$ cat config.mk
export PLATFORM = sky130hd
export DESIGN_NAME = line_pixel_rasterizer_flat
export DESIGN_NICKNAME = d
export VERILOG_FILES = /design/src/lpr_pkg.sv /design/src/lpr_if.sv /design/src/lpr_core.sv /design/src/lpr_addr.sv /design/src/line_pixel_rasterizer.sv /design/src/flat_wrapper.sv
export SDC_FILE = /design/constraint.sdc
export NUM_CORES = 1
export LEC_CHECK = 0
export ABC_AREA = 1
export BUFFER_PORTS_ARGS = -buffer_cell sky130_fd_sc_hd__clkbuf_2
export CAP_MARGIN = 20
export CORE_ASPECT_RATIO = 1.2
export CORE_MARGIN = 2
export CORE_UTILIZATION = 50
export DETAILED_ROUTE_END_ITERATION = 6
export HOLD_SLACK_MARGIN = 0.15
export PLACE_DENSITY = 0.69
export SYNTH_ARGS = -nofsm -noshare
export SYNTH_HDL_FRONTEND = slang
export SYNTH_SLANG_ARGS = --single-unit
$ cat constraint.sdc
create_clock -name clk -period 6.4 [get_ports clk]
set_input_delay 1.28 -clock clk [delete_from_list [all_inputs] [get_ports clk]]
set_output_delay 1.28 -clock clk [all_outputs]
set_load 0.02 [all_outputs]
$ cat src/lpr_pkg.sv
`timescale 1ns / 1ps
// ----------------------------------------------------------------------------
// lpr_pkg: shared types and constants for the line pixel rasterizer
// Command codes, register indexes, field widths and reset values.
// ----------------------------------------------------------------------------
package lpr_pkg;

	localparam int COORD_BITS_DEF = 11;
	localparam int COLOR_BITS     = 8;
	localparam int RGB_BITS       = 3 * COLOR_BITS;
	localparam int ADDR_BITS      = 32;
	localparam int STRIDE_BITS    = 14;
	localparam int CFG_DATA_BITS  = 32;
	localparam int CFG_IDX_BITS   = 1;
	// pixels are 4 bytes wide
	localparam int PIXEL_SHIFT    = 2;

	localparam logic [ADDR_BITS-1:0]   FRAME_BASE_RST  = '0;
	localparam logic [STRIDE_BITS-1:0] LINE_STRIDE_RST = 14'd2560;

	typedef enum logic {
		ACT_LOAD    = 1'b0,
		ACT_ADVANCE = 1'b1
	} action_t;

	typedef enum logic [CFG_IDX_BITS-1:0] {
		REG_FRAME_BASE  = 1'b0,
		REG_LINE_STRIDE = 1'b1
	} cfg_reg_t;

	// control flags of the pixel stage
	typedef struct packed {
		logic vld;        // a result word sits in the stage
		logic pix_valid;  // the word carries a real pixel
		logic last;       // final pixel of the line
	} pix_ctrl_t;

endpackage

$ cat src/lpr_if.sv
`timescale 1ns / 1ps
// ----------------------------------------------------------------------------
// lpr_if: channel interfaces of the line pixel rasterizer
// Command, pixel and register write channels, each valid/ready.
// ----------------------------------------------------------------------------
interface lpr_cmd_if #(
	parameter int COORD_BITS = lpr_pkg::COORD_BITS_DEF
);
	logic                              valid;
	logic                              ready;
	logic                              action;
	logic [COORD_BITS-1:0]             x_start;
	logic [COORD_BITS-1:0]             y_start;
	logic [COORD_BITS-1:0]             x_end;
	logic [COORD_BITS-1:0]             y_end;
	logic [lpr_pkg::COLOR_BITS-1:0]    red_in;
	logic [lpr_pkg::COLOR_BITS-1:0]    green_in;
	logic [lpr_pkg::COLOR_BITS-1:0]    blue_in;

	modport source (
		output valid, action, x_start, y_start, x_end, y_end, red_in, green_in, blue_in,
		input  ready
	);
	modport sink (
		input  valid, action, x_start, y_start, x_end, y_end, red_in, green_in, blue_in,
		output ready
	);
endinterface

interface lpr_pix_if #(
	parameter int COORD_BITS = lpr_pkg::COORD_BITS_DEF
);
	logic                              valid;
	logic                              ready;
	logic                              pixel_valid;
	logic [COORD_BITS-1:0]             pixel_x;
	logic [COORD_BITS-1:0]             pixel_y;
	logic [lpr_pkg::ADDR_BITS-1:0]     byte_address;
	logic [lpr_pkg::COLOR_BITS-1:0]    red_out;
	logic [lpr_pkg::COLOR_BITS-1:0]    green_out;
	logic [lpr_pkg::COLOR_BITS-1:0]    blue_out;
	logic                              last_pixel;

	modport source (
		output valid, pixel_valid, pixel_x, pixel_y, byte_address,
		       red_out, green_out, blue_out, last_pixel,
		input  ready
	);
	modport sink (
		input  valid, pixel_valid, pixel_x, pixel_y, byte_address,
		       red_out, green_out, blue_out, last_pixel,
		output ready
	);
endinterface

interface lpr_cfg_if;
	logic                               valid;
	logic                               ready;
	logic [lpr_pkg::CFG_IDX_BITS-1:0]   reg_index;
	logic [lpr_pkg::CFG_DATA_BITS-1:0]  wr_data;

	modport source (output valid, reg_index, wr_data, input ready);
	modport sink   (input valid, reg_index, wr_data, output ready);
endinterface

$ cat src/lpr_core.sv
`timescale 1ns / 1ps
// ----------------------------------------------------------------------------
// lpr_core: Bresenham stepper
// Holds the line state, takes commands and registers one pixel per advance.
// ----------------------------------------------------------------------------
module lpr_core #(
	parameter int COORD_BITS = lpr_pkg::COORD_BITS_DEF
) (
	input  logic                          clk,
	input  logic                          arst_n,
	input  logic                          en,
	lpr_cmd_if.sink                       cmd,
	output lpr_pkg::pix_ctrl_t            ctrl_s1,
	output logic [COORD_BITS-1:0]         x_s1,
	output logic [COORD_BITS-1:0]         y_s1,
	output logic [lpr_pkg::RGB_BITS-1:0]  color_s1
);
	import lpr_pkg::*;

	localparam int EW = COORD_BITS + 2;

	logic                  active_q;
	logic                  steep_q;
	logic [COORD_BITS-1:0] cur_x_q;
	logic [COORD_BITS-1:0] cur_y_q;
	logic [COORD_BITS-1:0] major_end_q;
	logic [COORD_BITS-1:0] d_major_q;
	logic [COORD_BITS-1:0] d_minor_q;
	logic                  step_down_q;
	logic [EW-1:0]         err_q;
	logic [RGB_BITS-1:0]   color_q;

	// load path
	logic [COORD_BITS-1:0] adx, ady;
	logic                  ld_steep, ld_swap;
	logic [COORD_BITS-1:0] sx0, sy0, sx1, sy1;
	logic [COORD_BITS-1:0] ld_end, ld_dmaj, ld_dmin;
	logic                  ld_down;
	logic [EW-1:0]         ld_err;

	// advance path
	logic                  accept, is_load, is_adv;
	logic                  last;
	logic                  err_pos;
	logic [COORD_BITS-1:0] minor_cur, minor_nxt;

	assign accept  = cmd.valid && cmd.ready;
	assign is_load = accept && (cmd.action == ACT_LOAD);
	assign is_adv  = accept && (cmd.action == ACT_ADVANCE);
	assign cmd.ready = en;

	always_comb begin
		adx = (cmd.x_start >= cmd.x_end) ? cmd.x_start - cmd.x_end : cmd.x_end - cmd.x_start;
		ady = (cmd.y_start >= cmd.y_end) ? cmd.y_start - cmd.y_end : cmd.y_end - cmd.y_start;
		ld_steep = !(ady < adx);
		ld_swap  = ld_steep ? (cmd.y_start > cmd.y_end) : (cmd.x_start > cmd.x_end);
		sx0 = ld_swap ? cmd.x_end   : cmd.x_start;
		sy0 = ld_swap ? cmd.y_end   : cmd.y_start;
		sx1 = ld_swap ? cmd.x_start : cmd.x_end;
		sy1 = ld_swap ? cmd.y_start : cmd.y_end;
		if (ld_steep) begin
			ld_end  = sy1;
			ld_dmaj = sy1 - sy0;
			ld_dmin = adx;
			ld_down = sx1 < sx0;
		end else begin
			ld_end  = sx1;
			ld_dmaj = sx1 - sx0;
			ld_dmin = ady;
			ld_down = sy1 < sy0;
		end
		ld_err = EW'({ld_dmin, 1'b0}) - EW'(ld_dmaj);
	end

	always_comb begin
		last      = (steep_q ? cur_y_q : cur_x_q) == major_end_q;
		err_pos   = !err_q[EW-1] && (err_q != '0);
		minor_cur = steep_q ? cur_x_q : cur_y_q;
		minor_nxt = step_down_q ? minor_cur - 1'b1 : minor_cur + 1'b1;
	end

	always_ff @(posedge clk or negedge arst_n) begin
		if (!arst_n) begin
			active_q    <= 1'b0;
			steep_q     <= 1'b0;
			cur_x_q     <= '0;
			cur_y_q     <= '0;
			major_end_q <= '0;
			d_major_q   <= '0;
			d_minor_q   <= '0;
			step_down_q <= 1'b0;
			err_q       <= '0;
			color_q     <= '0;
		end else if (is_load) begin
			active_q    <= 1'b1;
			steep_q     <= ld_steep;
			cur_x_q     <= sx0;
			cur_y_q     <= sy0;
			major_end_q <= ld_end;
			d_major_q   <= ld_dmaj;
			d_minor_q   <= ld_dmin;
			step_down_q <= ld_down;
			err_q       <= ld_err;
			color_q     <= {cmd.red_in, cmd.green_in, cmd.blue_in};
		end else if (is_adv && active_q) begin
			if (last) begin
				active_q <= 1'b0;
			end else begin
				if (err_pos) begin
					if (steep_q) cur_x_q <= minor_nxt;
					else         cur_y_q <= minor_nxt;
					err_q <= err_q + EW'({d_minor_q, 1'b0}) - EW'({d_major_q, 1'b0});
				end else begin
					err_q <= err_q + EW'({d_minor_q, 1'b0});
				end
				if (steep_q) cur_y_q <= cur_y_q + 1'b1;
				else         cur_x_q <= cur_x_q + 1'b1;
			end
		end
	end

	// pixel stage; an idle advance gives an all-zero word
	always_ff @(posedge clk or negedge arst_n) begin
		if (!arst_n) begin
			ctrl_s1 <= '0;
		end else if (en) begin
			ctrl_s1.vld       <= is_adv;
			ctrl_s1.pix_valid <= is_adv && active_q;
			ctrl_s1.last      <= is_adv && active_q && last;
		end
	end

	always_ff @(posedge clk) begin
		if (en) begin
			x_s1     <= active_q ? cur_x_q : '0;
			y_s1     <= active_q ? cur_y_q : '0;
			color_s1 <= active_q ? color_q : '0;
		end
	end

endmodule

$ cat src/lpr_addr.sv
`timescale 1ns / 1ps
// ----------------------------------------------------------------------------
// lpr_addr: address stage and output register
// Forms frame_base + y*stride + x*4 and holds the word for the sink.
// ----------------------------------------------------------------------------
module lpr_addr #(
	parameter int COORD_BITS = lpr_pkg::COORD_BITS_DEF
) (
	input  logic                             clk,
	input  logic                             arst_n,
	input  logic                             en,
	input  lpr_pkg::pix_ctrl_t               ctrl_s1,
	input  logic [COORD_BITS-1:0]            x_s1,
	input  logic [COORD_BITS-1:0]            y_s1,
	input  logic [lpr_pkg::RGB_BITS-1:0]     color_s1,
	input  logic [lpr_pkg::ADDR_BITS-1:0]    frame_base,
	input  logic [lpr_pkg::STRIDE_BITS-1:0]  line_stride,
	output logic                             out_vld,
	lpr_pix_if.source                        pix
);
	import lpr_pkg::*;

	localparam int PROD_BITS = COORD_BITS + STRIDE_BITS;

	logic [PROD_BITS-1:0] row_off;
	logic [ADDR_BITS-1:0] addr;

	logic                  vld_q, pvld_q, last_q;
	logic [COORD_BITS-1:0] x_q, y_q;
	logic [ADDR_BITS-1:0]  addr_q;
	logic [RGB_BITS-1:0]   color_q;

	always_comb begin
		row_off = PROD_BITS'(y_s1) * PROD_BITS'(line_stride);
		addr = frame_base + ADDR_BITS'(row_off) + (ADDR_BITS'(x_s1) << PIXEL_SHIFT);
	end

	always_ff @(posedge clk or negedge arst_n) begin
		if (!arst_n) begin
			vld_q <= 1'b0;
		end else if (en) begin
			vld_q <= ctrl_s1.vld;
		end
	end

	always_ff @(posedge clk) begin
		if (en) begin
			pvld_q  <= ctrl_s1.pix_valid;
			last_q  <= ctrl_s1.last;
			x_q     <= x_s1;
			y_q     <= y_s1;
			color_q <= color_s1;
			addr_q  <= ctrl_s1.pix_valid ? addr : '0;
		end
	end

	assign out_vld          = vld_q;
	assign pix.valid        = vld_q;
	assign pix.pixel_valid  = pvld_q;
	assign pix.pixel_x      = x_q;
	assign pix.pixel_y      = y_q;
	assign pix.byte_address = addr_q;
	assign pix.red_out      = color_q[2*COLOR_BITS +: COLOR_BITS];
	assign pix.green_out    = color_q[COLOR_BITS +: COLOR_BITS];
	assign pix.blue_out     = color_q[0 +: COLOR_BITS];
	assign pix.last_pixel   = last_q;

endmodule

$ cat src/line_pixel_rasterizer.sv
`timescale 1ns / 1ps
// ----------------------------------------------------------------------------
// line_pixel_rasterizer: Bresenham line engine with framebuffer addressing
// An advance word passes the pixel stage, then the address multiply into the
// output register; a stall at the output holds both stages.
// Throughput: one command word per cycle while not stalled; loads give no output word.
// Reset: no line active, frame_base 0, line_stride 2560, output empty.
// ----------------------------------------------------------------------------
module line_pixel_rasterizer #(
	parameter int COORD_BITS = lpr_pkg::COORD_BITS_DEF
) (
	input  logic       clk,
	input  logic       arst_n,
	lpr_cmd_if.sink    cmd,
	lpr_pix_if.source  pix,
	lpr_cfg_if.sink    cfg
);
	import lpr_pkg::*;

	logic                   en;
	logic                   out_vld;
	pix_ctrl_t              ctrl_s1;
	logic [COORD_BITS-1:0]  x_s1, y_s1;
	logic [RGB_BITS-1:0]    color_s1;
	logic [ADDR_BITS-1:0]   frame_base_q;
	logic [STRIDE_BITS-1:0] line_stride_q;

	// whole pipe moves when the output register is free or being drained
	assign en = !out_vld || pix.ready;

	assign cfg.ready = 1'b1;

	always_ff @(posedge clk or negedge arst_n) begin
		if (!arst_n) begin
			frame_base_q  <= FRAME_BASE_RST;
			line_stride_q <= LINE_STRIDE_RST;
		end else if (cfg.valid && cfg.ready) begin
			case (cfg_reg_t'(cfg.reg_index))
				REG_FRAME_BASE:  frame_base_q  <= cfg.wr_data;
				REG_LINE_STRIDE: line_stride_q <= cfg.wr_data[STRIDE_BITS-1:0];
				default: ;
			endcase
		end
	end

	lpr_core #(.COORD_BITS(COORD_BITS)) u_core (
		.clk      (clk),
		.arst_n   (arst_n),
		.en       (en),
		.cmd      (cmd),
		.ctrl_s1  (ctrl_s1),
		.x_s1     (x_s1),
		.y_s1     (y_s1),
		.color_s1 (color_s1)
	);

	lpr_addr #(.COORD_BITS(COORD_BITS)) u_addr (
		.clk         (clk),
		.arst_n      (arst_n),
		.en          (en),
		.ctrl_s1     (ctrl_s1),
		.x_s1        (x_s1),
		.y_s1        (y_s1),
		.color_s1    (color_s1),
		.frame_base  (frame_base_q),
		.line_stride (line_stride_q),
		.out_vld     (out_vld),
		.pix         (pix)
	);

	// an accepted advance always lands in the pixel stage
	a_adv_to_s1: assert property (@(posedge clk) disable iff (!arst_n)
		cmd.valid && cmd.ready && cmd.action == ACT_ADVANCE |=> ctrl_s1.vld)
		else $error("advance word lost before pixel stage");

	// a stalled pixel stage keeps its word
	a_s1_hold: assert property (@(posedge clk) disable iff (!arst_n)
		ctrl_s1.vld && !en |=> ctrl_s1.vld && $stable(x_s1) && $stable(y_s1))
		else $error("pixel stage dropped a word under stall");

	// idle words are all zero
	a_idle_zero: assert property (@(posedge clk) disable iff (!arst_n)
		pix.valid && !pix.pixel_valid |-> pix.byte_address == '0 && !pix.last_pixel
			&& pix.pixel_x == '0 && pix.pixel_y == '0)
		else $error("idle word carries nonzero fields");

	// a pixel flagged as last must be a real pixel
	a_last_real: assert property (@(posedge clk) disable iff (!arst_n)
		ctrl_s1.last |-> ctrl_s1.pix_valid && ctrl_s1.vld)
		else $error("last flag on a non-pixel word");

endmodule
$ cat src/flat_wrapper.sv
// flat-port wrapper written by rule: the top's interface ports become plain ports
module line_pixel_rasterizer_flat import lpr_pkg::*;
#(
	parameter int COORD_BITS = lpr_pkg::COORD_BITS_DEF
)
  (clk, arst_n, cmd_valid, cmd_action, cmd_x_start, cmd_y_start, cmd_x_end, cmd_y_end, cmd_red_in, cmd_green_in, cmd_blue_in, cmd_ready, pix_valid, pix_pixel_valid, pix_pixel_x, pix_pixel_y, pix_byte_address, pix_red_out, pix_green_out, pix_blue_out, pix_last_pixel, pix_ready, cfg_valid, cfg_reg_index, cfg_wr_data, cfg_ready);
  lpr_cmd_if #(.COORD_BITS(COORD_BITS)) cmd_i ();
  lpr_pix_if #(.COORD_BITS(COORD_BITS)) pix_i ();
  lpr_cfg_if cfg_i ();
  input  logic clk;
  input  logic arst_n;
  input wire logic [$bits(cmd_i.valid)-1:0] cmd_valid;
  input wire logic [$bits(cmd_i.action)-1:0] cmd_action;
  input wire logic [$bits(cmd_i.x_start)-1:0] cmd_x_start;
  input wire logic [$bits(cmd_i.y_start)-1:0] cmd_y_start;
  input wire logic [$bits(cmd_i.x_end)-1:0] cmd_x_end;
  input wire logic [$bits(cmd_i.y_end)-1:0] cmd_y_end;
  input wire logic [$bits(cmd_i.red_in)-1:0] cmd_red_in;
  input wire logic [$bits(cmd_i.green_in)-1:0] cmd_green_in;
  input wire logic [$bits(cmd_i.blue_in)-1:0] cmd_blue_in;
  output wire logic [$bits(cmd_i.ready)-1:0] cmd_ready;
  output wire logic [$bits(pix_i.valid)-1:0] pix_valid;
  output wire logic [$bits(pix_i.pixel_valid)-1:0] pix_pixel_valid;
  output wire logic [$bits(pix_i.pixel_x)-1:0] pix_pixel_x;
  output wire logic [$bits(pix_i.pixel_y)-1:0] pix_pixel_y;
  output wire logic [$bits(pix_i.byte_address)-1:0] pix_byte_address;
  output wire logic [$bits(pix_i.red_out)-1:0] pix_red_out;
  output wire logic [$bits(pix_i.green_out)-1:0] pix_green_out;
  output wire logic [$bits(pix_i.blue_out)-1:0] pix_blue_out;
  output wire logic [$bits(pix_i.last_pixel)-1:0] pix_last_pixel;
  input wire logic [$bits(pix_i.ready)-1:0] pix_ready;
  input wire logic [$bits(cfg_i.valid)-1:0] cfg_valid;
  input wire logic [$bits(cfg_i.reg_index)-1:0] cfg_reg_index;
  input wire logic [$bits(cfg_i.wr_data)-1:0] cfg_wr_data;
  output wire logic [$bits(cfg_i.ready)-1:0] cfg_ready;
  assign cmd_i.valid = cmd_valid;
  assign cmd_i.action = cmd_action;
  assign cmd_i.x_start = cmd_x_start;
  assign cmd_i.y_start = cmd_y_start;
  assign cmd_i.x_end = cmd_x_end;
  assign cmd_i.y_end = cmd_y_end;
  assign cmd_i.red_in = cmd_red_in;
  assign cmd_i.green_in = cmd_green_in;
  assign cmd_i.blue_in = cmd_blue_in;
  assign cmd_ready = cmd_i.ready;
  assign pix_valid = pix_i.valid;
  assign pix_pixel_valid = pix_i.pixel_valid;
  assign pix_pixel_x = pix_i.pixel_x;
  assign pix_pixel_y = pix_i.pixel_y;
  assign pix_byte_address = pix_i.byte_address;
  assign pix_red_out = pix_i.red_out;
  assign pix_green_out = pix_i.green_out;
  assign pix_blue_out = pix_i.blue_out;
  assign pix_last_pixel = pix_i.last_pixel;
  assign pix_i.ready = pix_ready;
  assign cfg_i.valid = cfg_valid;
  assign cfg_i.reg_index = cfg_reg_index;
  assign cfg_i.wr_data = cfg_wr_data;
  assign cfg_ready = cfg_i.ready;
  line_pixel_rasterizer #(.COORD_BITS(COORD_BITS)) u_core (.clk(clk), .arst_n(arst_n), .cmd(cmd_i), .pix(pix_i), .cfg(cfg_i));
endmodule
## Word-level counts from Yosys, hierarchy flattened

Index checks and enable logic that the tools add are counted.

- Bits in registers: 271
- Latch bits: 0
- RAM bits: 0
- Memory bits (read-only): 0
- Bits of input ports: 107
- Memories kept: 0

- $add $sub $neg: 15
- $mul: 1
- Divide/modulo/power cells: 0
- Magnitude comparators: 7
- Equality and inequality tests: 3
- Shift-type cells: 0
- Multiplexer cells: 30
- Bitwise logic cells: 2
- Reductions and logical operators: 20

Operators by type and width:

| operator | count |
|---|---|
| 11-bit two-way mux | 21 |
| 11-bit subtractor | 6 |
| 13-bit two-way mux | 4 |
| 11-bit by 1-bit adder with 11-bit output (second input constant) | 3 |
| 11-bit less-than comparator | 3 |
| 32-bit by 13-bit adder with 32-bit output | 1 |
| 32-bit by 25-bit adder with 32-bit output | 1 |
| 11-bit by 14-bit multiplier with 25-bit output | 1 |
| 11-bit greater-or-equal comparator | 2 |
| 11-bit greater-than comparator | 2 |
| 13-bit by 12-bit adder with 13-bit output | 1 |
| 13-bit nonzero test | 1 |
| 12-bit by 11-bit subtractor with 13-bit output | 1 |
| 13-bit by 12-bit subtractor with 13-bit output | 1 |
| 11-bit == test | 1 |
| 11-bit by 1-bit subtractor with 11-bit output (second input constant) | 1 |
| 2-bit AND reduction | 4 |
| 1-bit logical AND | 6 |
| 3-bit AND reduction | 2 |
| 1-bit two-way mux | 5 |
| 2-bit nonzero test | 2 |
| 1-bit logical NOT | 3 |
| 3-bit by 1-bit != test with 1-bit output (second input constant) | 1 |
| 3-bit nonzero test | 1 |
| other kinds (3) | 4 |

## Depth between registers and ports, before layout

- Depth in word-level cells: 9
- Mapped depth: 53
- Depth with buffers taken out: 51

## Hierarchy

Synthesis repeated with hierarchy kept, for this count alone.

- Cells, all modules: 3211
- Area total of the unflattened synthesis: 24124.4 um^2

Modules (own cells, without submodules):

| module | times used | cells each | area an instance (um^2) |
|---|---|---|---|
| lpr_core | 1 | 1827 | 12562.0 |
| lpr_addr | 1 | 1179 | 9686.8 |
| line_pixel_rasterizer | 1 | 205 | 1875.5 |

## Least setup slack after synthesis

No wires, ideal clock.

- Path type: input-to-reg
- From: input port cmd_y_end[3]
- To: register u_core.u_core.err_q[12]
- Library setup time: 117 ps
- Arrival: 6854 ps
- Required time: 6283 ps
- Slack: -570 ps
- Cell stages on the path: 47
- Path through: inv_1 > ha_1 > buf_2 > nand2_2 > inv_2 > nand2_1 > nor2_1 > nand2_1 > nand3_2 > inv_1 > nand2_1 > clkbuf_1 > o21ai_0 > o221ai_1 > xor2_1 > inv_1 > ha_1 > nand2_1 > [... 11 more ...] > or2_2 > o21ai_0 > inv_1 > fa_1 > o21bai_1 > a21oi_1 > o21ai_0 > a21oi_1 > o21bai_1 > nand2_1 > nand2_1 > a21oi_1 > inv_1 > a21oi_1 > nand3_1 > nand2_1 > nand2_1 > nand2_1

- Cells in the longest elaborated chain, start to end: 9
- Elaborated cells on any way between the ends: 17
- Those cells by class: 5 x add/sub; 3 x order compare; 9 x mux

Ends and longest elaborated chain:

| item | RTL line | text |
|---|---|---|
| start, declared | flat_wrapper.sv:17 | `input wire logic [$bits(cmd_i.y_end)-1:0] cmd_y_end;` |
| 11-bit subtractor or 11-bit greater-or-equal comparator (tied branches) | lpr_core.sv:54 | `ady = (cmd.y_start >= cmd.y_end) ? cmd.y_start - cmd.y_end : cmd.y_end - cmd.y_start;` |
| 11-bit two-way mux | lpr_core.sv:54 |  |
| 11-bit less-than comparator | lpr_core.sv:55 | `ld_steep = !(ady < adx);` |
| 1-bit two-way mux | lpr_core.sv:56 | `ld_swap = ld_steep ? (cmd.y_start > cmd.y_end) : (cmd.x_start > cmd.x_end);` |
| 11-bit two-way mux, on equally long branches | - |  |
| 11-bit subtractor, on equally long branches | lpr_core.sv:63, lpr_core.sv:68 |  |
| 11-bit two-way mux * | lpr_core.sv:61 | `if (ld_steep) begin` |
| named net u_core.u_core.ld_dmaj[1] | lpr_core.sv:37 | `logic [COORD_BITS-1:0] ld_end, ld_dmaj, ld_dmin;` |
| 12-bit by 11-bit subtractor with 13-bit output * | lpr_core.sv:72 | `ld_err = EW'({ld_dmin, 1'b0}) - EW'(ld_dmaj);` |
| 13-bit two-way mux * | lpr_core.sv:94 | `end else if (is_load) begin` |
| end signal, assigned | lpr_core.sv:103 | `err_q <= ld_err;` |
| end signal, assigned | lpr_core.sv:112 | `err_q <= err_q + EW'({d_minor_q, 1'b0}) - EW'({d_major_q, 1'b0});` |
| end signal, assigned | lpr_core.sv:114 | `err_q <= err_q + EW'({d_minor_q, 1'b0});` |
| end, declared | lpr_core.sv:30 | `logic [EW-1:0] err_q;` |

The timed path passes the listed nets; every way through them passes the cells marked *.
A chain may end at the register's enable or synchronous reset.

## Worst setup path after layout

- From: input port cmd_y_start[0]
- To: register u_core.u_core.err_q[11]

- Elaborated cells on any way between the ends: 17
- Those cells by class: 5 x add/sub; 3 x order compare; 9 x mux

RTL lines:

| item | RTL line | text |
|---|---|---|
| start, declared | flat_wrapper.sv:15 | `input wire logic [$bits(cmd_i.y_start)-1:0] cmd_y_start;` |
| 11-bit subtractor or 11-bit greater-or-equal comparator (tied branches) | lpr_core.sv:54 |  |
| 11-bit two-way mux * | lpr_core.sv:54 |  |
| 11-bit less-than comparator | lpr_core.sv:55 |  |
| 11-bit two-way mux * | lpr_core.sv:61 |  |
| named net u_core.u_core.ld_dmin[8] | lpr_core.sv:37 |  |
| 12-bit by 11-bit subtractor with 13-bit output * | lpr_core.sv:72 |  |
| 13-bit two-way mux * | lpr_core.sv:94 |  |

Marked as above.

==> metrics.md <==
| Metric | Value |
|---|---|
| DRT Pass-1 Iters | `6` |
| Total gr overflow | `0` |
| Area contributors post-synth | `edfxtp_1, dfrtp_1, nand2_1` |
| Starting DRT DRC Count | `1404` |
| Core ar. | `0.0451 mm2` |
| Worst Path Class, Setup | `in2reg` |
| Critical path's slowest cell | `fa_2` |
| DPL Wire Length | `around 57 mm` |
| I/O pin count | `190` |
| Die width | `199 um` |
| Tcrit/Tclk final | `98.9%` |
| Crit-path most repeated cell | `buf_4` |
| Commonest cells in the netlist | `nand2_1, inv_1, o21ai_0` |
| Status | `complete, no violations` |
| CTS tree | `done` |
| Final wirelength | `71.8 mm` |
| GRT Total Usage | `between 30 and 40%` |
| Clock period minus final worst setup slack | `6330 ps` |
| Instance count of the mapped netlist | `2882` |
| Clk pin slew, worst setup/hold paths | `approximately 70 ps` |
| Clock Latency Late Sink | `around 570 ps` |
| WL/cell | `approximately 18 um` |
| Final std cell area, no fill | `a little under 0.03 mm2` |
| Hold-fix buffers, CTS | `0` |
| CP startpoint kind | `input pin` |
| Max-slew violations | `0` |
| Share of cells above drive strength 1 | `about a quarter` |
| Worst hold path type | `reg2reg` |
| Die Area | `0.0476 mm2` |
| Final hold vios | `0` |
| Global-route wire length before repair | `112 mm` |
| # diodes | `0` |
| Count leader, synth | `nand2_1` |
| Leading area contributor after synthesis | `edfxtp_1` |
| Synth Cell Area | `approximately 0.023 mm2` |
| Pin count of the biggest net entering global routing | `around 110` |
| Slew headroom | `48.0%` |
| Syn nets | `about 3300` |
| Mean Syn Cell Area | `7.95 um2` |
| CP Max Fanout | `4` |
| EDFF count, synth | `126` |
| Remaining DRCs | `0` |
| Yosys reg bits | `approximately 270` |
| Main synth FF type | `dfrtp_1` |
| # nets final | `3826` |
| Share of flip-flops with an asynchronous set or reset | `53.5%` |
| TritonCTS buffer count | `27` |
| CTS Sinks | `about 270` |
| MaxCap Viol Count | `0` |
| Hold Worst Slack | `414 ps` |
| Yosys cell types | `56` |
| Filler cells | `roughly 4000` |
| Top-area cell type share of the netlist area | `about 17%` |
| Warnings, synthesis | `0` |
| Slew @ Worst Pin | `780 ps` |
| Vias in the first global route | `~22000` |
| Worst Setup Slack, final | `between 60 and 70 ps` |
| Initial Util | `about half` |
| # setup viols final | `0` |
| Bufs on Longest Clock Path | `3` |
| CP endpoint kind | `flip-flop` |
| DRT antenna net count | `0` |
| Pre-CTS setup slack | `-882 ps` |
| Setup Skew | `31.5 ps` |
| Area after DPL | `around 0.027 mm2` |
| Data arrival, critical path | `between 6000 and 7000 ps` |
| Slowest stage delay, CP | `between 300 and 400 ps` |
| Vias/cell | `~5.3` |
| Req. time, crit path | `approximately 7000 ps` |
| Fmax | `~0.16 GHz` |
| I/O Buffers | `~190` |
| Initial antenna violation count | `0` |
| Routability cong. | `about 1.0` |
| Vias | `roughly 21000` |
| Area Overhead vs Synth | `28.7%` |
| # rows | `85` |
| Die H | `239 um` |
| Setup tns final | `0 ps` |
| Post-synthesis sequential area ratio | `around a third` |
| H-tree depth | `1` |
| Root Buffer | `clkbuf_16` |
| RSZ-0062 raised after global routing | `true` |
worst max-delay path: cells and delay by family:
family | cells | cell delay, ps
xor+xnor | 1 | 230
fa+ha+maj | 3 | 790
compound gates | 8 | 890
buf+inv | 30 | 3310
simple gates | 4 | 260
cells by family (layout without fill, tap and decap cells):
logic type,after synthesis,after routing,share of synthesized area (%)
xor+xnor,70,70,2.67
simple gates,1137,1140,20.4
fa+ha+maj,314,314,22.1
flops,271,271,32.3
buf+inv,617,1158,10.5
mux,15,15,0.720
compound gates,457,457,11.2
other cells,1,1,0.0164
repair_timing:
action | 4_1_cts | 5_1_grt
setup endpoints to repair | 6 | 9
cloned | 2 | 1
setup buffers | 26 | 27
pin swaps | 19 | 84
gates resized for setup | 38 | 175
final timing paths:
check | slack, ps | startpoint | depth (start not counted) | to
worst max-delay path | 70 | cmd_y_start[0] | 46 | u_core.u_core.err_q[11]$_DFFE_PN0P_
worst min-delay path | 410 | u_core.u_core.color_s1[18]$_SDFFCE_PN0N_ | 0 | u_core.u_addr.color_q[18]$_DFFE_PN_
worst max register to register | 350 | u_core.u_core.y_s1[6]$_SDFFCE_PN0N_ | 19 | u_core.u_addr.pix.byte_address[31]$_SDFFCE_PN0N_
worst min register to register | 410 | u_core.u_core.color_s1[18]$_SDFFCE_PN0N_ | 0 | u_core.u_addr.color_q[18]$_DFFE_PN_
max in group asynchronous | 4610 | arst_n | 2 | u_core.u_core.d_major_q[10]$_DFFE_PN0P_
min in group asynchronous | 780 | arst_n | 1 | u_core.frame_base_q[0]$_DFFE_PN0P_
layout by cell type, fill, tap and decap left out, drive strengths merged, types with 10 or more instances in the layout:
cell type / count
mux2: 12
xnor2: 13
buf: 404
o21ai: 203
nand3: 113
inv: 522
a31oi: 10
nor2: 101
xor2: 57
nor4: 11
clkbuf: 218
o21bai: 14
o21a: 11
clkinv: 11
fa: 152
dfrtp: 143
nand2: 886
nor3: 14
edfxtp: 126
o211ai: 11
ha: 162
a21oi: 162
metrics by stage:
stage	utilization, %	std cells
final	65.4	4035
after global routing	65.4	4035
after CTS	63.3	4008
after detailed placement	60.4	3930
after global placement	60.4	3930
after floorplan	-	2882
registers in the layout (all words and copies together) (netlist names), 13 cells and up:
register,flops
u_core.u_addr.pix.byte_address,32
u_core.u_core.color_s1,24
u_core.line_stride_q,14
u_core.u_addr.color_q,24
u_core.u_core.color_q,24
u_core.u_core.err_q,13
u_core.frame_base_q,32
final cells by class:
cell class              instances  area [um2]  share of cell area (%)
clock buffers                  39         825                    2.79
clock inverters                11         121                   0.411
inverters                     525        2040                    6.91
multi-input cells            1997       14300                    48.4
flip-flops and latches        271        7410                    25.1
well taps                     609         762                    2.58
repair buffers                583        4060                    13.8
routing by layer:
layer | track usage (%) | part of all wire [%] | up-vias
li1 | - | - | 10200
met1 | 34.4 | 38 | 10200
met2 | 57.7 | 53 | 689
met3 | 2.45 | 4.5 | 191
met4 | 13.1 | 4.5 | 0
met5 | 0 | 0 | -
Power is not shown: default switching activity piles up to over one toggle a cycle in this logic, so the estimate is an artifact.
